$ cat src/hw/rtl/dwg_pkg.sv
// dwg_pkg: shared types, register map and constants for the dds waveform generator
// used by every module under hw/rtl except dwg_ram; depends on nothing

package dwg_pkg;

    // fixed field widths of the bus and sample channels
    localparam int REQ_W   = 2;
    localparam int ADDR_W  = 11;
    localparam int HALF_W  = 16;
    localparam int STEP_W  = 32;
    localparam int SAMPLE_W = 10;

    // parameter defaults
    localparam int DEF_TABLE_DEPTH = 1024;
    localparam int DEF_PHASE_WIDTH = 32;

    // control register offsets above the waveform table
    localparam int OFS_STEP_LO   = 0;
    localparam int OFS_STEP_HI   = 1;
    localparam int OFS_UPDATE    = 2;
    localparam int OFS_DAC_CTRL  = 3;
    localparam int OFS_PHASE_RST = 4;

    // sample sent while the dac output is disabled
    localparam logic [SAMPLE_W-1:0] MID_SCALE = SAMPLE_W'(1 << (SAMPLE_W - 1));

    // request codes
    typedef enum logic [REQ_W-1:0] {
        REQ_WRITE = 2'd0,
        REQ_READ  = 2'd1,
        REQ_TICK  = 2'd2
    } t_req;

    // result kinds
    typedef enum logic {
        KIND_BUS = 1'b0,
        KIND_DAC = 1'b1
    } t_kind;

    // input transaction payload
    typedef struct packed {
        logic [REQ_W-1:0]  req_type;
        logic [ADDR_W-1:0] addr;
        logic [HALF_W-1:0] wdata;
    } t_in_item;

    // result transaction payload
    typedef struct packed {
        logic                out_kind;
        logic [HALF_W-1:0]   read_data;
        logic [SAMPLE_W-1:0] dac_code;
    } t_out_item;

    // request issued to the result stage alongside the table read
    typedef struct packed {
        logic              valid;
        logic              kind;
        logic              use_ram;
        logic              out_en;
        logic [HALF_W-1:0] reg_data;
    } t_issue;

endpackage

$ cat src/hw/rtl/dwg_out.sv
// dwg_out: result stage aligned with the table read, plus output register and stall logic
// depends on dwg_pkg

module dwg_out (
    input  logic                         i_clk,
    input  logic                         i_rst_n,
    input  dwg_pkg::t_issue              i_issue,
    input  logic [dwg_pkg::SAMPLE_W-1:0] i_ram_rdata,
    input  logic                         i_out_stall,
    output logic                         o_in_stall,
    output logic                         o_out_valid,
    output dwg_pkg::t_out_item           o_out_data
);

    dwg_pkg::t_issue    r_s1, n_s1;
    dwg_pkg::t_out_item r_out, n_out;
    logic               r_out_valid;
    logic               out_free;

    // output register can take a new result
    assign out_free   = !r_out_valid || !i_out_stall;
    assign o_in_stall = r_s1.valid && !out_free;

    // stage 1 holds while full and the output is blocked; the table read data holds with it
    assign n_s1 = (out_free || !r_s1.valid) ? i_issue : r_s1;

    // result formation
    always_comb begin
        n_out = '0;
        n_out.out_kind = r_s1.kind;
        if (r_s1.kind == dwg_pkg::KIND_DAC) begin
            n_out.dac_code = r_s1.out_en ? i_ram_rdata : dwg_pkg::MID_SCALE;
        end else if (r_s1.use_ram) begin
            n_out.read_data = dwg_pkg::HALF_W'(i_ram_rdata);
        end else begin
            n_out.read_data = r_s1.reg_data;
        end
    end

    always_ff @(posedge i_clk) begin
        if (!i_rst_n) begin
            r_s1        <= '0;
            r_out_valid <= 1'b0;
        end else begin
            r_s1 <= n_s1;
            if (out_free) begin
                r_out_valid <= r_s1.valid;
            end
        end
    end

    // output payload
    always_ff @(posedge i_clk) begin
        if (out_free && r_s1.valid) begin
            r_out <= n_out;
        end
    end

    assign o_out_valid = r_out_valid;
    assign o_out_data  = r_out;

    // bus results carry no sample
    a_bus_no_code: assert property (@(posedge i_clk) disable iff (!i_rst_n)
        o_out_valid && o_out_data.out_kind == dwg_pkg::KIND_BUS |-> o_out_data.dac_code == '0)
        else $error("bus result with nonzero dac code");

    // sample results carry no readback
    a_dac_no_data: assert property (@(posedge i_clk) disable iff (!i_rst_n)
        o_out_valid && o_out_data.out_kind == dwg_pkg::KIND_DAC |-> o_out_data.read_data == '0)
        else $error("sample result with nonzero read data");

endmodule

$ cat config.mk
export PLATFORM = sky130hd
export DESIGN_NAME = dwg_out
export DESIGN_NICKNAME = d
export VERILOG_FILES = /design/src/hw/rtl/dwg_pkg.sv /design/src/hw/rtl/dwg_out.sv
export SDC_FILE = /design/constraint.sdc
export NUM_CORES = 1
export LEC_CHECK = 0
export ABC_CLOCK_PERIOD_IN_PS = 3600
export BUFFER_PORTS_ARGS = -buffer_cell sky130_fd_sc_hd__buf_2
export CAP_MARGIN = 20
export CORE_AREA = 2 2 66 68
export CTS_CLUSTER_DIAMETER = 40
export CTS_CLUSTER_SIZE = 24
export DETAILED_ROUTE_END_ITERATION = 8
export DIE_AREA = 0 0 68 70
export PLACE_DENSITY = 0.75
export SETUP_SLACK_MARGIN = 0.5
export SYNTH_ARGS = -nofsm -noshare
export SYNTH_HDL_FRONTEND = slang
export SYNTH_SLANG_ARGS = --single-unit
export TNS_END_PERCENT = 50
$ cat constraint.sdc
create_clock -name i_clk -period 3.6 [get_ports i_clk]
set_input_delay 0.18 -clock i_clk [delete_from_list [all_inputs] [get_ports i_clk]]
set_output_delay 0.18 -clock i_clk [all_outputs]
set_load 0.1 [all_outputs]
=== Word-level counts from Yosys, hierarchy flattened ===
Cells that the tools add are included.

* Muxes and demuxes: 2
* Reductions and logical operators: 10

{| class="wikitable"
|+ Operator list
! kind !! count
|-
| $mux 10 || 2
|-
| $logic_not 1->1 || 4
|-
| $logic_and 1x1->1 || 2
|-
| $logic_or 1x1->1 || 2
|-
| $reduce_and 2->1 || 1
|-
| $reduce_or 2->1 || 1
|}

* Bits in registers: 48

=== Longest topological paths before layout ===
Gate-level depths: netlist of the first run.

* Depth after elaboration: 4
* Gate-level depth with buffers: 4
* Gate-level depth less buffers: 2

=== Worst setup path after synthesis of the first run ===
Ideal clock, no wire load.

* Kind: register to register
* From: register r_out_valid (netlist: o_out_valid)
* To: register r_out, in the netlist o_out_data[0], enable pin
* Path buffers: 0
* Setup slack: 1.080 ns
* Arrival: 2.101 ns
* Stages on the path, launching flop included: 2
* Path through: dfxtp_1 > a21boi_1

* Longest elaborated chain between the ends: 3

{| class="wikitable"
|+ RTL lines
! what !! line !! source
|-
| start, declared || dwg_out.sv:17 || <nowiki>logic r_out_valid;</nowiki>
|-
| start signal, assigned || dwg_out.sv:47 || <nowiki>r_out_valid <= r_s1.valid;</nowiki>
|-
| $logic_not 1->1 || dwg_out.sv:21 || <nowiki>assign out_free = !r_out_valid || !i_out_stall;</nowiki>
|-
| $logic_or 1x1->1 || dwg_out.sv:21 ||
|-
| $logic_and 1x1->1 || dwg_out.sv:54 || <nowiki>if (out_free && r_s1.valid) begin</nowiki>
|-
| end signal, assigned || dwg_out.sv:55 || <nowiki>r_out <= n_out;</nowiki>
|-
| end, declared || dwg_out.sv:16 || <nowiki>dwg_pkg::t_out_item r_out, n_out;</nowiki>
|}

Every way passes these cells.
A chain may end at the register's enable or synchronous reset.

=== Worst setup path in the final report of the first run ===
* From: register r_out_valid (netlist: o_out_valid)
* To: output port o_in_stall

* Longest elaborated chain between the ends: 4

{| class="wikitable"
|+ RTL lines
! what !! line !! source
|-
| $logic_not 1->1 || dwg_out.sv:21 ||
|-
| $logic_or 1x1->1 || dwg_out.sv:21 ||
|-
| $logic_not 1->1 || dwg_out.sv:22 || <nowiki>assign o_in_stall = r_s1.valid && !out_free;</nowiki>
|-
| $logic_and 1x1->1 || dwg_out.sv:22 ||
|-
| end, declared || dwg_out.sv:10 || <nowiki>output logic o_in_stall,</nowiki>
|}

Every way passes these cells.

==> results of run 1 <==
worst reg2reg max path, stage by stage (launching register included):
cell and delay (ns):
dfxtp_1 0.75, nor2_1 0.22, and2_1 0.22
kinds of logic after synthesis:
kind of cell / synth area share [%]
mux: 15.1
compound gates: 1.43
simple gates: 15.1
buf+inv: 4.61
flops: 63.9
routing by layer:
metal	vias up	GRT usage (%)
met5	-	0
met4	0	4.67
met3	5	5.15
met2	34	22.0
met1	576	21.1
li1	657	-
report_power, final:
group / switching, mW / internal, mW / total (mW) / leakage, nW
clock network: 0.157 / 0.135 / 0.292 / 0.0399
logic: 0.163 / 0.0442 / 0.207 / 0.510
registers: 0.0176 / 0.611 / 0.629 / 0.426
total: 0.338 / 0.790 / 1.13 / 0.976
how the worst max path moves through the flow:
stage | to | from | slack [ns]
2_1_floorplan | o_out_data[0] | o_out_valid | 1.08
3_3_place_gp | o_in_stall | o_out_valid | 2.20
3_5_place_dp | o_in_stall | o_out_valid | 2.18
4_1_cts | o_in_stall | o_out_valid | 1.85
5_1_grt | o_in_stall | o_out_valid | 1.80
6_report | o_in_stall | o_out_valid | 1.86
placed cells by master, fill, tap and decap left out:
cell type	n
a21boi_1	1
a21boi_2	1
a21oi_1	1
and2_1	6
and3_1	10
buf_2	61
buf_4	2
clkbuf_1	2
clkbuf_8	5
clkinv_1	1
dfxtp_1	21
edfxtp_1	27
inv_1	1
mux2i_1	29
nand2_1	38
nor2_1	11
nor2b_1	1
o21a_1	1
final cells by class:
type	count	area, um2
Clock inverter	1	3.75
Clock buffer	7	76.3
Timing Repair Buffer	63	320
Sequential cell	48	1230
Fill cell	367	1830
Inverter	1	3.75
Tap cell	52	65.1
Multi-Input combinational cell	99	612
registers in the layout (all words and copies together), names as in the netlist:
register and cells:
o_out_valid 1, o_out_data 27, r_s1 19, n_out 1
==> out/results.ini, run 1 <==
[setup_path]
worstPathMaxFanout=7
rr_worst_depth=2
cp_slowest_cell=buf_2
cp-start-kind=register
r2r-start=n_out[26]
critPathMaxStageDelay_ns=0.50
end_kind=output pin
arrival_ns=1.56
worstSetupPathType=reg2out
timing.critical_path.depth=2
rrSetupSlack_ns=2.18
worst_ep_required_time_ns=3.42
worstReg2RegEnd=o_out_data[24]
crit_family=buffers and inverters
critPathBufInv=1
crit_chain=and3_1, buf_2

[finish]
stdcell_count=271
syn_to_final_growth_pct=19.9
finalNetCount=251
final_util_pct=55.8
design_area_mm2=0.00231
drive_gt1_share_pct=31.5
insertedDiodeCount=0

[drt]
post-route-drc-count=0
dr.max_layer_used=met4
finalWirelength_um=3290
met1_length_um=1570
wl_per_cell_um=12.2
dr_wl_met2_um=1490
dr.pass1.iters=5
num_vias=1272
drtAntennaViolNets=0
wl_met3_um=185
via_per_inst=4.69
detail_route.iter0.violations=89

[place]
dp_cells=263
dp_hpwl_um=2360
gp_congestion=0.766
postPlaceCellArea_mm2=0.00223
port-buffer-count=61
place_ws_ns=2.18

[clock_network]
clock-sinks=48
clk_root_buffer_cell=clkbuf_8
postCtsSetupBuffers=0
clock_latency_ns=0.29
clkSlewWorstSetupHoldPaths_ns=0.08
ctsResizeCount=0
cts_max_path_buffers=2
ctsHoldBuffers=0
numCtsBuffers=5
cts_tree=built
h-tree-depth=2

[logic_synthesis]
synthMostInstantiatedCell=nand2_1
async_flop_share_pct=0
synth_warnings=0
synth_area_leaders=edfxtp_1 42%, dfxtp_1 22%, mux2i_1 15%, nand2_1 7.4%, and3_1 3.2%
ys_seq_elements=48
syn_avg_cell_area_um2=12.1
yosys-top-cells-count=38 x nand2_1, 29 x mux2i_1, 27 x edfxtp_1
synth_top_cell_area_share_pct=42.1
synth_top_cell_by_area=edfxtp_1
synth-edff-count=27
synth_cells=159
yosysSeqAreaShare_pct=63.9
synth_ff_type=edfxtp_1
netlist_area_mm2=0.00193
synth_nets=192
synthDistinctLibCells=16

[global_route]
grt_pass1_vias=1169
antenna_found_initial=0
grtUsageTotal_pct=15.1
grt_max_degree=41
grt_pass1_wl_um=5370
grt-ovfl-total=0

[floorplanning]
dieArea_mm2=0.00476
start_util_pct=46.5
dieWidth_um=68
num_rows=24
ios=62
core_mm2=0.00414
fp.dieH_um=70

[sta]
drv_slew=0
whs_ns=0.106
setup_tns_ns=0
fin_crit_sh_pct=48.2
finalHoldViolations=0
period_needed_ns=1.74
slew_headroom_pct=56.4
setup_ws_ns=1.86
worstMarginPinSlew_ns=0.653
max_freq_ghz=0.576
rsz0062_at_grt=no
setup_viol=0
fin_skew_ns=0.00334

[power]
p_per_area_mw_per_mm2=488
finalPower_mw=1.13
leakagePower_nw=0.976
vdd_drop_max_v=0.000301

[run_status]
status=completed

[min_path]
hp-class=in2reg
min_to=r_s1[19]
hp-start=i_issue[19]
hold_depth=2

[flow_run]
max_cap_violations=0

No activity file was read; power rests on OpenSTA's default activity.
==> run 2, diff against run 1 <==
--- a/config.mk
+++ b/config.mk
@@ -5,15 +5,16 @@
 export SDC_FILE = /design/constraint.sdc
 export NUM_CORES = 1
 export LEC_CHECK = 0
-export ABC_CLOCK_PERIOD_IN_PS = 3600
+export ABC_AREA = 1
+export ABC_CLOCK_PERIOD_IN_PS = 1550
 export BUFFER_PORTS_ARGS = -buffer_cell sky130_fd_sc_hd__buf_2
 export CAP_MARGIN = 20
-export CORE_AREA = 2 2 66 68
+export CORE_AREA = 2 2 69 71
 export CTS_CLUSTER_DIAMETER = 40
 export CTS_CLUSTER_SIZE = 24
 export DETAILED_ROUTE_END_ITERATION = 8
-export DIE_AREA = 0 0 68 70
-export PLACE_DENSITY = 0.75
+export DIE_AREA = 0 0 71 73
+export PLACE_DENSITY = 0.72
 export SETUP_SLACK_MARGIN = 0.5
 export SYNTH_ARGS = -nofsm -noshare
 export SYNTH_HDL_FRONTEND = slang
==> constraint.sdc (replaced) <==
create_clock -name i_clk -period 1.55 [get_ports i_clk]
set_input_delay 0.0775 -clock i_clk [delete_from_list [all_inputs] [get_ports i_clk]]
set_output_delay 0.0775 -clock i_clk [all_outputs]
set_load 0.1 [all_outputs]
==> out/results.ini, run 2 <==
[logic_synthesis]
async_flop_share_pct=0  ; unchanged
synthMostInstantiatedCell=nor2_1
synth_top_cell_area_share_pct=42.1  ; about the same
synth_nets=250  ; +30%
synth_top_cell_by_area=edfxtp_1
ys_seq_elements=48  ; unchanged
synth_cells=217  ; +36%
synth_warnings=0  ; unchanged
yosysSeqAreaShare_pct=63.9  ; about the same
synthDistinctLibCells=13  ; -3
yosys-top-cells-count=53 x nor2_1, 40 x inv_1, 40 x nand2_1
synth_area_leaders=edfxtp_1 42%, dfxtp_1 22%, nor2_1 10%, inv_1 7.8%, nand2_1 7.8%
netlist_area_mm2=0.00193  ; about the same
syn_avg_cell_area_um2=8.88  ; -27%
synth_ff_type=edfxtp_1
synth-edff-count=27  ; unchanged

[sta]
fin_skew_ns=0.00735  ; +0.00401 ns
drv_slew=0  ; unchanged
setup_tns_ns=0  ; unchanged
slew_headroom_pct=76.0  ; +20 points
period_needed_ns=1.12
whs_ns=0.00774  ; -0.0983 ns
rsz0062_at_grt=yes
setup_ws_ns=0.429  ; -1.43 ns
fin_crit_sh_pct=72.3
finalHoldViolations=0  ; unchanged
max_freq_ghz=0.892
worstMarginPinSlew_ns=0.360  ; -0.293 ns
setup_viol=0  ; unchanged

[clock_network]
cts_max_path_buffers=2  ; unchanged
ctsHoldBuffers=0  ; unchanged
clkSlewWorstSetupHoldPaths_ns=0.09  ; about the same
clk_root_buffer_cell=clkbuf_8
clock_latency_ns=0.30  ; about the same
cts_tree=built
h-tree-depth=2  ; unchanged
numCtsBuffers=5  ; unchanged
clock-sinks=48  ; unchanged

[place]
gp_congestion=0.699  ; -8.7%
postPlaceCellArea_mm2=0.00232  ; +3.8%
port-buffer-count=61  ; unchanged
dp_hpwl_um=2470  ; +4.5%
place_ws_ns=0.459  ; -1.72 ns
dp_cells=326  ; +24%

[global_route]
grt_max_degree=28  ; -32%
grtUsageTotal_pct=14.0  ; -1.1 points
antenna_found_initial=0  ; unchanged
grt_pass1_wl_um=5610  ; +4.5%
grt_pass1_vias=1320  ; +13%
grt-ovfl-total=0  ; unchanged

[finish]
design_area_mm2=0.00254  ; +9.9%
drive_gt1_share_pct=29.0  ; -2.5 points
syn_to_final_growth_pct=31.9
insertedDiodeCount=0  ; unchanged
finalNetCount=315  ; +25%
fillers=423  ; +15%
layout_commonest_cell=nor2_1
layout_common_cells=52 x nor2_1, 40 x nand2_1, 38 x inv_1, 32 x buf_2, 31 x buf_4
stdcell_count=337  ; +24%
largest_reg_flops=27  ; unchanged

[setup_path]
worstPathMaxFanout=7  ; unchanged
worst_ep_required_time_ns=1.57  ; -1.85 ns
end_kind=register
cp-start-kind=register
worstSetupPathType=reg2reg
arrival_ns=1.14  ; -0.42 ns

[floorplanning]
fp.dieH_um=73  ; +4.3%
dieArea_mm2=0.00518  ; +8.9%
num_rows=25  ; +4.2%
dieWidth_um=71  ; +4.4%
ios=62  ; unchanged
start_util_pct=42.5  ; -4.0 points
core_mm2=0.00454  ; +9.5%

[drt]
detail_route.iter0.violations=99  ; +11%
num_vias=1494  ; +17%
post-route-drc-count=0  ; unchanged
finalWirelength_um=3620  ; +10%
dr.pass1.iters=4  ; -1
via_per_inst=4.43  ; -5.5%
wl_per_cell_um=10.8  ; -12%
drtAntennaViolNets=0  ; unchanged

[power]
vdd_drop_max_v=0.000450  ; +49%
p_per_area_mw_per_mm2=1060  ; +120%
leakagePower_nw=1.30  ; +33%

[min_path]
hp-class=in2reg

[run_status]
status=completed

[flow_run]
max_cap_violations=0  ; unchanged

run 2: report_power, final:
part	switching (mW)	total (mW)	internal (mW)
clock	0.402	0.714	0.311
sequential	0.0305	1.45	1.42
combinational	0.385	0.520	0.135
total	0.818	2.68	1.86
run 2: per-stage QoR:
step | util [%] | power, mW
final | 56.0 | 2.68
after global routing | 56.0 | 2.80
after CTS | 54.9 | 2.69
after detailed placement | 51.1 | 1.96
after global placement | 51.1 | 1.95
after floorplan | - | 1.85
run 2: cell families (layout without fill, tap and decap cells):
kind of cell / after synthesis / count (layout) / share of synthesized area, %
AND/OR/NAND/NOR: 95 / 95 / 19.0
buffers and inverters: 50 / 116 / 10.9
flip-flops: 48 / 48 / 63.9
AO/OA/AOI/OAI: 24 / 24 / 6.23
run 2: layout make-up:
cell class                      count  area [um2]  area share, %
Multi-Input combinational cell    119         507           19.9
Clock buffer                        5        68.8           2.71
Timing Repair Buffer               68         484           19.1
Inverter                           40         156           6.15
Tap cell                           54        67.6           2.66
Sequential cell                    48        1240           48.7
Clock inverter                      3        18.8          0.739
run 2: final timing paths:
kind | from | endpoint | slack [ns] | depth (start not counted)
worst min-delay path | i_issue[19] | r_s1[19] | 0.008 | 3
worst max-delay path | r_s1[19] | o_out_data[7] | 0.43 | 3
worst max register to register | r_s1[19] | o_out_data[7] | 0.43 | 3
worst min register to register | r_s1[13] | r_s1[13] | 0.49 | 2
run 2: worst max-delay path, cell delays in order (launching register included):
cell       delay (ns)
dfxtp_4          0.38
inv_4            0.04
a21oi_4          0.22
clkbuf_16        0.21
run 2: what timing repair did:
action                                  in CTS  in global routing
cloned                                       0                  2
setup buffers                                1                  0
gates resized for setup                     30                  6
pin swaps                                    1                  2
endpoints found under the setup margin      59                 65
run 2: routing by layer:
layer / GRT usage [%] / vias up / share of wire, %
li1: - / 786 / -
met1: 16.4 / 663 / 43
met2: 24.1 / 40 / 51
met3: 3.59 / 5 / 4.3
met4: 6.29 / 0 / 1.7
met5: 0 / - / 0
