**src/hw/rtl/dwg_pkg.sv**
```systemverilog
// dwg_pkg: shared types, register map and constants for the dds waveform generator
// used by every module under hw/rtl except dwg_ram; depends on nothing

package dwg_pkg;

    // fixed field widths of the bus and sample channels
    localparam int REQ_W   = 2;
    localparam int ADDR_W  = 11;
    localparam int HALF_W  = 16;
    localparam int STEP_W  = 32;
    localparam int SAMPLE_W = 10;

    // parameter defaults
    localparam int DEF_TABLE_DEPTH = 1024;
    localparam int DEF_PHASE_WIDTH = 32;

    // control register offsets above the waveform table
    localparam int OFS_STEP_LO   = 0;
    localparam int OFS_STEP_HI   = 1;
    localparam int OFS_UPDATE    = 2;
    localparam int OFS_DAC_CTRL  = 3;
    localparam int OFS_PHASE_RST = 4;

    // sample sent while the dac output is disabled
    localparam logic [SAMPLE_W-1:0] MID_SCALE = SAMPLE_W'(1 << (SAMPLE_W - 1));

    // request codes
    typedef enum logic [REQ_W-1:0] {
        REQ_WRITE = 2'd0,
        REQ_READ  = 2'd1,
        REQ_TICK  = 2'd2
    } t_req;

    // result kinds
    typedef enum logic {
        KIND_BUS = 1'b0,
        KIND_DAC = 1'b1
    } t_kind;

    // input transaction payload
    typedef struct packed {
        logic [REQ_W-1:0]  req_type;
        logic [ADDR_W-1:0] addr;
        logic [HALF_W-1:0] wdata;
    } t_in_item;

    // result transaction payload
    typedef struct packed {
        logic                out_kind;
        logic [HALF_W-1:0]   read_data;
        logic [SAMPLE_W-1:0] dac_code;
    } t_out_item;

    // request issued to the result stage alongside the table read
    typedef struct packed {
        logic              valid;
        logic              kind;
        logic              use_ram;
        logic              out_en;
        logic [HALF_W-1:0] reg_data;
    } t_issue;

endpackage

```
**src/hw/rtl/dwg_ctrl.sv**
```systemverilog
// dwg_ctrl: request decode, control registers, phase accumulator and table access issue
// depends on dwg_pkg

module dwg_ctrl #(
    parameter int TABLE_DEPTH = dwg_pkg::DEF_TABLE_DEPTH,
    parameter int PHASE_WIDTH = dwg_pkg::DEF_PHASE_WIDTH
) (
    input  logic                           i_clk,
    input  logic                           i_rst_n,
    input  logic                           i_accept,
    input  dwg_pkg::t_in_item              i_item,
    output dwg_pkg::t_issue                o_issue,
    output logic                           o_ram_we,
    output logic [$clog2(TABLE_DEPTH)-1:0] o_ram_waddr,
    output logic [dwg_pkg::SAMPLE_W-1:0]   o_ram_wdata,
    output logic                           o_ram_re,
    output logic [$clog2(TABLE_DEPTH)-1:0] o_ram_raddr
);

    localparam int TAB_AW  = $clog2(TABLE_DEPTH);
    localparam int PROD_W  = PHASE_WIDTH + TAB_AW;

    logic [dwg_pkg::STEP_W-1:0] r_step_shadow, n_step_shadow;
    logic [dwg_pkg::STEP_W-1:0] r_step_active, n_step_active;
    logic [PHASE_WIDTH-1:0]     r_phase, n_phase;
    logic                       r_out_en, n_out_en;

    logic [31:0]             addr_ext;
    logic                    in_table;
    logic                    is_write, is_read, is_tick;
    logic                    hit_step_lo, hit_step_hi, hit_update, hit_dac_ctrl, hit_phase_rst;
    logic [PROD_W-1:0]       phase_prod;
    logic [TAB_AW-1:0]       phase_idx;
    logic [dwg_pkg::HALF_W-1:0] reg_rdata;

    // address decode
    assign addr_ext      = 32'(i_item.addr);
    assign in_table      = addr_ext < 32'(TABLE_DEPTH);
    assign hit_step_lo   = addr_ext == 32'(TABLE_DEPTH + dwg_pkg::OFS_STEP_LO);
    assign hit_step_hi   = addr_ext == 32'(TABLE_DEPTH + dwg_pkg::OFS_STEP_HI);
    assign hit_update    = addr_ext == 32'(TABLE_DEPTH + dwg_pkg::OFS_UPDATE);
    assign hit_dac_ctrl  = addr_ext == 32'(TABLE_DEPTH + dwg_pkg::OFS_DAC_CTRL);
    assign hit_phase_rst = addr_ext == 32'(TABLE_DEPTH + dwg_pkg::OFS_PHASE_RST);

    // request decode
    always_comb begin
        is_write = 1'b0;
        is_read  = 1'b0;
        is_tick  = 1'b0;
        unique case (i_item.req_type)
            dwg_pkg::REQ_WRITE: is_write = i_accept;
            dwg_pkg::REQ_READ:  is_read  = i_accept;
            dwg_pkg::REQ_TICK:  is_tick  = i_accept;
            default: ;
        endcase
    end

    // table index from the top phase bits, taken before the add
    assign phase_prod = PROD_W'(r_phase) * PROD_W'(TABLE_DEPTH);
    assign phase_idx  = phase_prod[PROD_W-1:PHASE_WIDTH];

    // control register readback
    always_comb begin
        reg_rdata = '0;
        if (hit_step_lo) begin
            reg_rdata = r_step_shadow[dwg_pkg::HALF_W-1:0];
        end else if (hit_step_hi) begin
            reg_rdata = r_step_shadow[dwg_pkg::STEP_W-1:dwg_pkg::HALF_W];
        end else if (hit_dac_ctrl) begin
            reg_rdata = dwg_pkg::HALF_W'(r_out_en);
        end
    end

    // table access
    assign o_ram_we    = is_write && in_table;
    assign o_ram_waddr = addr_ext[TAB_AW-1:0];
    assign o_ram_wdata = i_item.wdata[dwg_pkg::SAMPLE_W-1:0];
    assign o_ram_re    = is_tick || (is_read && in_table);
    assign o_ram_raddr = is_tick ? phase_idx : addr_ext[TAB_AW-1:0];

    // issue to the result stage
    always_comb begin
        o_issue.valid    = is_read || is_tick;
        o_issue.kind     = is_tick ? dwg_pkg::KIND_DAC : dwg_pkg::KIND_BUS;
        o_issue.use_ram  = is_read && in_table;
        o_issue.out_en   = r_out_en;
        o_issue.reg_data = reg_rdata;
    end

    // register next values
    always_comb begin
        n_step_shadow = r_step_shadow;
        n_step_active = r_step_active;
        n_phase       = r_phase;
        n_out_en      = r_out_en;
        if (is_write) begin
            if (hit_step_lo) begin
                n_step_shadow[dwg_pkg::HALF_W-1:0] = i_item.wdata;
            end
            if (hit_step_hi) begin
                n_step_shadow[dwg_pkg::STEP_W-1:dwg_pkg::HALF_W] = i_item.wdata;
            end
            if (hit_update) begin
                n_step_active = r_step_shadow;
            end
            if (hit_dac_ctrl) begin
                n_out_en = i_item.wdata[0];
            end
            if (hit_phase_rst) begin
                n_phase = '0;
            end
        end
        if (is_tick) begin
            n_phase = r_phase + PHASE_WIDTH'(r_step_active);
        end
    end

    always_ff @(posedge i_clk) begin
        if (!i_rst_n) begin
            r_step_shadow <= '0;
            r_step_active <= '0;
            r_phase       <= '0;
            r_out_en      <= 1'b0;
        end else begin
            r_step_shadow <= n_step_shadow;
            r_step_active <= n_step_active;
            r_phase       <= n_phase;
            r_out_en      <= n_out_en;
        end
    end

    // phase reset strobe clears the accumulator
    a_phase_rst: assert property (@(posedge i_clk) disable iff (!i_rst_n)
        is_write && hit_phase_rst |=> r_phase == '0)
        else $error("phase not cleared by reset strobe");

    // update strobe copies the shadow step
    a_update: assert property (@(posedge i_clk) disable iff (!i_rst_n)
        is_write && hit_update |=> r_step_active == $past(r_step_shadow))
        else $error("active step not loaded from shadow");

endmodule

```
**config.mk**
```make
export PLATFORM = sky130hd
export DESIGN_NAME = dwg_ctrl
export DESIGN_NICKNAME = d
export VERILOG_FILES = /design/src/hw/rtl/dwg_pkg.sv /design/src/hw/rtl/dwg_ctrl.sv
export SDC_FILE = /design/constraint.sdc
export NUM_CORES = 1
export LEC_CHECK = 0
export BUFFER_PORTS_ARGS = -buffer_cell sky130_fd_sc_hd__buf_2
export CAP_MARGIN = 20
export CELL_PAD_IN_SITES_DETAIL_PLACEMENT = 1
export CELL_PAD_IN_SITES_GLOBAL_PLACEMENT = 1
export CORE_UTILIZATION = 43
export DETAILED_ROUTE_END_ITERATION = 12
export PLACE_DENSITY = 0.93
export SLEW_MARGIN = 20
export SYNTH_ARGS = -nofsm -noshare
export SYNTH_HDL_FRONTEND = slang
export SYNTH_SLANG_ARGS = --single-unit
```
**constraint.sdc**
```tcl
create_clock -name i_clk -period 3.9 [get_ports i_clk]
set_clock_uncertainty 0.05 [all_clocks]
set_input_delay 0.975 -clock i_clk [delete_from_list [all_inputs] [get_ports i_clk]]
set_output_delay 0.975 -clock i_clk [all_outputs]
set_load 0.1 [all_outputs]
```
; ---- Yosys cells after proc, flatten, opt, wreduce, memory -nomap -nowiden
; Cells that the tools add are included.
[word_totals]
regBits = 97
in_bits = 32
output_inout_bits = 52
elab_cells = 37
[classes]
add_sub_neg = 1
n_lt_le_gt_ge = 1
n_eq_ne = 7
mux = 11
n_reduce_logical = 12
[ops]
columns = op, n
row1 = $mux W32, 3
row2 = $eq A11 B11 Y1 const B, 5
row3 = $add A32 B32 Y32, 1
row4 = $mux W16, 2
row5 = $lt A11 B11 Y1 const B, 1
row6 = $mux W10, 1
row7 = $reduce_and A2 Y1, 5
row8 = $mux W1, 5
row9 = $reduce_bool A2 Y1, 2
row10 = $eq A2 B1 Y1 const B, 1
row11 = $eq A2 B2 Y1 const B, 1
row12 = $logic_and A1 B1 Y1, 2
row13 = $logic_not A2 Y1, 1
row14 = $logic_or A1 B1 Y1, 2

; ---- Longest topological paths before layout
; Gate-level depths: netlist of the first run.
[depth]
word_depth = 4
ltp_mapped = 13
depth_no_buf = 13

; ---- Worst setup path before layout of the first run
; No wires, ideal clock.
[synth_path]
kind = input to output
start = input i_item[28] in the netlist's numbering
end = output o_ram_re
arrival_ns = 4.731
required_ns = 2.875
path_slack_ns = -1.856
stages = 2
path_buffers = 0
cell_sequence = nor4bb_1 > or2_2
[synth_via]
elab_chain_len = 4
word_cells_on_any_way = 6
cone_classes = eq/ne (2) / mux (2) / reduce/logical (2)
[synth_rtl]
columns = element, line
row1 = start: declaration, dwg_ctrl.sv:11  ; input dwg_pkg::t_in_item i_item,
row2 = $eq A2 B1 Y1, dwg_ctrl.sv:50  ; unique case (i_item.req_type)
row3 = $mux W1, dwg_ctrl.sv:50
row4 = $logic_and A1 B1 Y1, dwg_ctrl.sv:78  ; assign o_ram_re = is_tick || (is_read && in_table);
row5 = $logic_or A1 B1 Y1 (*), dwg_ctrl.sv:78
row6 = end: declaration, dwg_ctrl.sv:16  ; output logic o_ram_re,
; Mark *: on every way between the ends. The rest lies on a longest branch, timed or not.

==> results of run 1 <==
==> final cells by class <==
type                            count  area share
Clock buffer                        9      0.0327
Clock inverter                      7      0.0183
Inverter                           10     0.00545
Multi-Input combinational cell    524       0.497
Sequential cell                    97       0.282
Tap cell                          172      0.0312
Timing Repair Buffer               94       0.134
==> logic make-up (layout without fill, tap and decap cells) <==
group           Yosys count  in the layout  synth area share
xor+xnor                 26             26            0.0401
mux                      15             15            0.0289
compound gates          200            200             0.257
buf+inv                  72            120            0.0635
fa+ha+maj                32             32            0.0719
flops                    97             97             0.342
simple gates            251            251             0.197
==> worst max-delay path, stage by stage <==
cell	delay (ns)
buf_2	0.14
nor4b_2	0.33
nand2_1	0.21
buf_4	0.21
nor4_2	0.22
buf_6	0.24
a22o_1	0.23
buf_12	0.19
==> final timing paths <==
path | from | endpoint | slack [ns] | depth (start not counted)
max | i_item[25] | o_issue[1] | 0.12 | 8
min reg2reg | r_phase[16] | r_phase[16] | 0.43 | 2
max reg2reg | r_phase[0] | r_phase[28] | 0.18 | 13
min | r_phase[16] | r_phase[16] | 0.43 | 2
==> cell usage after synthesis, types with 7 or more instances <==
library cell,n,share of area
a21boi_0,54,0.071
a21boi_1,10,0.013
a21o_1,13,0.017
a21oi_1,30,0.026
a22o_1,16,0.025
a22oi_1,15,0.020
buf_4,23,0.030
clkbuf_1,36,0.024
dfxtp_1,97,0.34
ha_1,31,0.068
inv_1,10,0.0066
mux2_2,11,0.022
nand2_1,163,0.11
nand2b_1,7,0.0077
nor2_1,21,0.014
nor2b_1,21,0.023
nor3_1,7,0.0062
o21ai_0,17,0.015
o21ai_1,12,0.011
xnor2_1,19,0.029
xor2_1,7,0.011
==> metrics by stage <==
stage / instance area, sq um / instances
2_1_floorplan: 5710 / 693
3_3_place_gp: 6530 / 897
3_5_place_dp: 6530 / 897
4_1_cts: 6880 / 913
5_1_grt: 6890 / 913
6_report: 6890 / 913
==> sequential cells by signal, summed over array words and instances, names as in the netlist <==
name	cells
r_step_shadow	32
r_out_en	1
r_phase	32
r_step_active	32
==> per-layer routing <==
| layer | part of all wire | track usage | up-vias |
|---|---|---|---|
| li1 | - | - | 2478 |
| met1 | 0.38 | 0.397 | 2803 |
| met2 | 0.49 | 0.585 | 333 |
| met3 | 0.069 | 0.0824 | 137 |
| met4 | 0.066 | 0.221 | 2 |
| met5 | 0.00035 | 0 | - |
==> power breakdown <==
part / total, mW / switching, mW / internal [mW]
Clock: 1.07 / 0.438 / 0.637
Sequential: 0.989 / 0.0000229 / 0.989
Combinational: 0.292 / 0.216 / 0.0754
Total: 2.36 / 0.655 / 1.70
==> results.json, run 1 <==
{
  "status": "completed",
  "final_cell_mix": "163 x nand2_1, 97 x dfxtp_1, 55 x buf_2, 54 x a21boi_0, 31 x ha_1",
  "die_h_um": 117,
  "syn_inst": 693,
  "numCtsBuffers": 9,
  "slew_headroom": 0.477,
  "fp-row-count": 41,
  "start_util": 0.446,
  "totalWireLength_mm": 22.7,
  "die_w_um": 117,
  "first_global_vias": 6035,
  "vias": 5753,
  "ys_seq_area_frac": 0.342,
  "syn_area_sq_um": 5670,
  "multiInputGateArea_sq_um": 3420,
  "drtPass1Iterations": 7,
  "setup_viol": 0,
  "insertion_delay_ns": 0.36,
  "grt-ovfl-total": 0,
  "tightest_slew_ns": 0.778,
  "place_congestion": 0.937,
  "synth-seq-cells": 97,
  "ioPinCount": 84,
  "criticalPathCategory": "primary input to output port",
  "nFillCells": 1535,
  "cts_resized": 1,
  "fmax_mhz": 264,
  "setup_slack_ns": 0.115,
  "hold_path.class": "flip-flop to flip-flop",
  "final_antenna_net_count": 0,
  "syn_nets": 757,
  "ys.flop_type": "dfxtp_1",
  "drtIter0Drc": 439,
  "arrival_ns": 2.76,
  "cts_root_buf": "clkbuf_16",
  "fin_util": 0.542,
  "rsz0062_at_grt": "false",
  "clockBufferDepth": 2,
  "drv_slew": 0,
  "start_kind": "primary input",
  "area_growth_pct": 21.4,
  "path_clk_slew_ns": 0.07,
  "period_share": 0.970,
  "avgViaCountPerCell": 6.30,
  "fin_setup_tns_ns": 0,
  "pre_cts_ws_ns": 0.0946,
  "cellPowerDensity_nw_per_um2": 342,
  "diodes": 0,
  "final_common_cell": "nand2_1",
  "synth.distinct_cells": 56,
  "die_area_sq_um": 13700,
  "final_nets": 800,
  "drc_errors": 0,
  "port_buffers": 83,
  "postSynthAreaPerCell_sq_um": 8.19,
  "ctsHoldBuffers": 0,
  "grt_usage": 0.347,
  "cts_max_level": 3,
  "drv_cap": 0,
  "antenna_found_initial": 1,
  "cp_max_fo": 17,
  "cts_sinks": 97,
  "worstPathRequired_ns": 2.87,
  "dp_hpwl_mm": 13.9,
  "hold_ws_ns": 0.434,
  "synth-async-reset-ratio": 0,
  "core_area_sq_um": 12700,
  "min_period_ns": 3.78,
  "ir_worst_vdd_mv": 0.279,
  "endpoint_kind": "output port",
  "seqCellArea_sq_um": 1940,
  "finalPower_mw": 2.36,
  "cts_tree": "done",
  "wl_per_cell_um": 24.9,
  "leakagePower_nw": 2.62,
  "drive_gt1_frac": 0.204,
  "hold_viol": 0,
  "synth_edf_count": 0,
  "grt_max_degree": 83,
  "post_cts_buffers": 0,
  "synthesis.yosys.warnings": 0,
  "grt_pass1_wl_mm": 35.0
}
(Power assumes the default switching activity.)
==> run 2, diff against run 1 <==
==> constraint.sdc (replaced) <==
create_clock -name i_clk -period 3.9 [get_ports i_clk]
set_clock_uncertainty 0.05 [all_clocks]
set_input_delay 0.39 -clock i_clk [delete_from_list [all_inputs] [get_ports i_clk]]
set_output_delay 0.39 -clock i_clk [all_outputs]
set_load 0.1 [all_outputs]
==> run 2 against run 1 <==
Compared with the run above:
- die area did not move
- first-iteration DRC count fell by 4.8%
- combinational power fell by 12%
- clock-buffer cell count unchanged
- critical endpoint is now r_phase[28]
- clock power is 13% lower
- sequential cell count stayed put
- routed wire length down 12%
- global-route usage is 4.4 points lower
- critical path depth up 5
- largest power group is now sequential cells
- via count decreased by 5.1%
- core utilization is 4.2 points lower
- non-clock buffer count fell by 3
==> results.json, run 2 (synthesized netlist as in run 1, its figures left out) <==
{
  "status": "completed",
  "totalWireLength_mm": 20.0,
  "dp_hpwl_mm": 13.2,
  "grt_max_degree": 84,
  "endpoint_kind": "flip-flop",
  "insertion_delay_ns": 0.36,
  "cts_root_buf": "clkbuf_16",
  "setup_slack_ns": 0.413,
  "cts_tree": "done",
  "fmax_mhz": 287,
  "period_share": 0.894,
  "min_period_ns": 3.49,
  "final_nets": 797,
  "setup_viol": 0,
  "start_util": 0.446,
  "ir_worst_vdd_mv": 0.211,
  "tightest_slew_ns": 1.04,
  "drtPass1Iterations": 5,
  "arrival_ns": 3.65,
  "drv_cap": 0,
  "cts_resized": 0,
  "avgViaCountPerCell": 6.00,
  "die_h_um": 117,
  "drv_slew": 0,
  "rsz0062_at_grt": "false",
  "fin_area_sq_um": 6360,
  "instances_no_fill": 910,
  "fin_setup_tns_ns": 0,
  "die_area_sq_um": 13700,
  "final_cell_mix": "162 x nand2_1, 97 x dfxtp_1, 83 x buf_2, 54 x a21boi_0, 31 x ha_1",
  "reg2reg_from": "r_phase[0]",
  "die_w_um": 117,
  "first_global_vias": 5771,
  "place_congestion": 0.950,
  "worstPathRequired_ns": 4.06,
  "slew_headroom": 0.308,
  "ctsHoldBuffers": 0,
  "core_area_sq_um": 12700,
  "antenna_found_initial": 0,
  "drive_gt1_frac": 0.183,
  "start_kind": "flip-flop",
  "final_antenna_net_count": 0,
  "diodes": 0,
  "leakagePower_nw": 2.47,
  "wl_per_cell_um": 22.0,
  "cts_sinks": 97,
  "clockBufferDepth": 2,
  "vias": 5458,
  "placed_area_sq_um": 6050,
  "grt_usage": 0.303,
  "nFillCells": 1571,
  "cts_max_level": 3,
  "grt_pass1_wl_mm": 31.4,
  "largestRegisters": "r_phase (32), r_step_active (32), r_step_shadow (32)",
  "cp_max_fo": 4,
  "drtIter0Drc": 418,
  "ioPinCount": 84,
  "post_cts_buffers": 0,
  "numCtsBuffers": 9,
  "path_clk_slew_ns": 0.07,
  "hold_viol": 0,
  "grt-ovfl-total": 0,
  "setup.worst_path.start": "r_phase[0]",
  "area_growth_pct": 12.1,
  "hold_ws_ns": 0.252,
  "fp-row-count": 41,
  "cellPowerDensity_nw_per_um2": 343,
  "drc_errors": 0,
  "pre_cts_ws_ns": 0.422,
  "criticalPathCategory": "flip-flop to flip-flop",
  "hold_path.class": "primary input to flip-flop",
  "port_buffers": 83,
  "dp_cells": 894,
  "hp-start": "i_item[13]",
  "final_common_cell": "nand2_1"
}
[run 2: changes by cell type in the layout (fill, tap and decap cells not counted), sizes merged]
cell      previous run  this run
buf                 94        91
bufinv               3         1
clkinv               2         3
clkinvlp             0         1
[run 2: worst max-delay path, stage by stage (launching register included)]
cell and delay (ns):
dfxtp_1 0.36, ha_1 0.21, inv_1 0.07, fa_1 0.38
nand2b_1 0.26, a2111oi_4 0.39, o31ai_2 0.15, a2111oi_4 0.42
o21ai_2 0.14, a31oi_4 0.19, a211oi_2 0.11, o31ai_2 0.28
mux2i_1 0.22, o211ai_1 0.10
[run 2: worst paths after layout]
| kind | cells past startpoint | slack, ns | endpoint |
|---|---|---|---|
| max | 13 | 0.41 | r_phase[28] |
| min | 3 | 0.25 | r_step_shadow[13] |
| max reg2reg | 13 | 0.41 | r_phase[28] |
| min reg2reg | 2 | 0.43 | r_phase[20] |
[run 2: metal layers]
metal | track usage | vias to the layer above | wire length [um]
met1 | 0.352 | 2708 | 7940
li1 | - | 2458 | -
met3 | 0.0515 | 72 | 1100
met2 | 0.527 | 220 | 10100
met5 | 0 | - | 0
met4 | 0.178 | 0 | 935
[run 2: where the power goes]
| part | internal [mW] | switching (mW) |
|---|---|---|
| clock network | 0.504 | 0.428 |
| registers | 0.989 | 0.0000183 |
| logic | 0.0483 | 0.208 |
| total | 1.54 | 0.636 |
[run 2: metrics by stage]
stage / total power [mW] / utilization
4_1_cts: 2.18 / 0.500
3_5_place_dp: 1.26 / 0.476
2_1_floorplan: 1.22 / -
6_report: 2.18 / 0.500
5_1_grt: 2.22 / 0.500
3_3_place_gp: 1.26 / 0.476
[run 2: final cells by class]
class	count	area [sq um]	area share
Clock buffer	9	225	0.0354
Clock inverter	7	76.3	0.0120
Inverter	10	37.5	0.00590
Multi-Input combinational cell	524	3390	0.533
Sequential cell	97	1940	0.305
Tap cell	172	215	0.0339
Timing Repair Buffer	91	475	0.0748
==> run 3, diff against run 2 <==
--- a/config.mk
+++ b/config.mk
@@ -11,6 +11,7 @@
 export CELL_PAD_IN_SITES_GLOBAL_PLACEMENT = 1
 export CORE_UTILIZATION = 43
 export DETAILED_ROUTE_END_ITERATION = 12
+export GPL_TIMING_DRIVEN = 0
 export PLACE_DENSITY = 0.93
 export SLEW_MARGIN = 20
 export SYNTH_ARGS = -nofsm -noshare
==> run 3 against run 2 <==
Compared with the run above:
- global-route usage fell by 0.48 points
- hold slack improved by 0.0076 ns
- total power fell by 2.8%
- highest routed layer unchanged
- cell count rose by 5.8%
- sequential cell count did not move
- clock power fell by 8.7%
- die area did not move
- combinational power rose by 8.2%
- design area rose by 3.5%
- critical endpoint is now o_issue[10]
- worst setup slack got worse by 0.18 ns
- critical path depth fell by 4
==> results.json, run 3 (synthesized netlist as in run 1, its figures left out) <==
{
  "rsz0062_at_grt": "false",
  "tightest_slew_ns": 1.08,
  "endpoint_kind": "output port",
  "cp_max_fo": 10,
  "nFillCells": 1628,
  "final_antenna_net_count": 0,
  "first_global_vias": 5888,
  "port_buffers": 82,
  "setup.worst_path.start": "i_item[25]",
  "final_common_cell": "nand2_1",
  "setup_viol": 0,
  "final_nets": 850,
  "vias": 5638,
  "criticalPathCategory": "primary input to output port",
  "status": "completed",
  "numCtsBuffers": 9,
  "antenna_found_initial": 0,
  "fp-row-count": 41,
  "worstPathRequired_ns": 3.46,
  "largestRegisters": "r_phase (32), r_step_active (32), r_step_shadow (32)",
  "core_area_sq_um": 12700,
  "cellPowerDensity_nw_per_um2": 322,
  "cts_root_buf": "clkbuf_16",
  "insertion_delay_ns": 0.35,
  "hp-start": "i_item[2]",
  "drive_gt1_frac": 0.190,
  "ctsHoldBuffers": 0,
  "die_area_sq_um": 13700,
  "drtPass1Iterations": 5,
  "max_stage_delay_ns": 0.50,
  "place_congestion": 0.936,
  "cts_max_level": 3,
  "seqCellArea_sq_um": 1940,
  "path_clk_slew_ns": 0.07,
  "start_kind": "primary input",
  "grt-ovfl-total": 0,
  "critical-path-slowest-cell": "nor2_1",
  "start_util": 0.446,
  "cts_resized": 0,
  "cts_tree": "done",
  "grt_pass1_wl_mm": 30.6,
  "final_cell_mix": "163 x nand2_1, 97 x dfxtp_1, 85 x buf_2, 54 x a21boi_0, 37 x clkbuf_1",
  "hold_path.class": "primary input to flip-flop",
  "fin_setup_tns_ns": 0,
  "diodes": 0,
  "period_share": 0.941,
  "drv_cap": 0,
  "clockBufferDepth": 2,
  "fmax_mhz": 273,
  "min_period_ns": 3.67,
  "fin_area_sq_um": 6580,
  "totalWireLength_mm": 19.7,
  "drtIter0Drc": 372,
  "reg2reg_from": "r_step_active[0]",
  "die_h_um": 117,
  "cts_sinks": 97,
  "grt_max_degree": 17,
  "hold_viol": 0,
  "cp_cell_sequence": "buf_2 > nor4b_1 > nand2_1 > nor2_1 > nand2_1 > nor2_1 > clkbuf_1 > a22o_1 > buf_2",
  "drv_slew": 0,
  "wl_per_cell_um": 20.5,
  "grt_usage": 0.298,
  "placed_area_sq_um": 6300,
  "avgViaCountPerCell": 5.85,
  "slew_headroom": 0.275,
  "arrival_ns": 3.23,
  "dp_hpwl_mm": 14.4,
  "drc_errors": 0,
  "area_growth_pct": 16.0,
  "post_cts_buffers": 0,
  "multiInputGateArea_sq_um": 3380,
  "leakagePower_nw": 2.58,
  "ir_worst_vdd_mv": 0.161,
  "die_w_um": 117,
  "ioPinCount": 84
}
[run 3: worst max-delay path: cells and delay by family]
| family | cells | cell delay (ns) |
|---|---|---|
| simple gates | 5 | 1.55 |
| buf+inv | 3 | 1.03 |
| compound gates | 1 | 0.25 |
[run 3: area by class of cell]
class,instances,share of cell area
flip-flops and latches,97,0.295
repair buffers,82,0.0624
inverters,10,0.00570
well taps,172,0.0327
clock buffers,10,0.0348
clock inverters,6,0.00646
plain buffers,62,0.0490
multi-input cells,524,0.514
[run 3: final timing paths]
path,endpoint,slack (ns),cells past startpoint
setup / recovery,o_issue[10],0.23,9
hold reg to reg,r_step_active[8],0.44,2
setup reg to reg,r_phase[28],0.37,13
hold / removal,r_step_shadow[2],0.26,3
[run 3: metal layers]
| layer | global-route usage | vias up | wire length, um |
|---|---|---|---|
| li1 | - | 2579 | - |
| met1 | 0.343 | 2792 | 7830 |
| met2 | 0.527 | 205 | 9850 |
| met3 | 0.0530 | 62 | 1210 |
| met4 | 0.162 | 0 | 804 |
| met5 | 0 | - | 0 |
[run 3: power breakdown]
group | internal [mW] | switching (mW)
sequential | 0.989 | 0.0000214
combinational | 0.0615 | 0.215
clock | 0.435 | 0.416
total | 1.49 | 0.632
[run 3: stage by stage]
step	instances	hold WS [ns]	util	setup slack (ns)	total power, mW
after floorplan	693	0.379	-	0.531	1.22
after global placement	947	0.388	0.496	0.481	1.28
after detailed placement	947	0.411	0.496	0.395	1.29
after CTS	963	0.262	0.517	0.270	2.11
after global routing	963	0.275	0.517	0.133	2.16
final	963	0.260	0.517	0.230	2.12
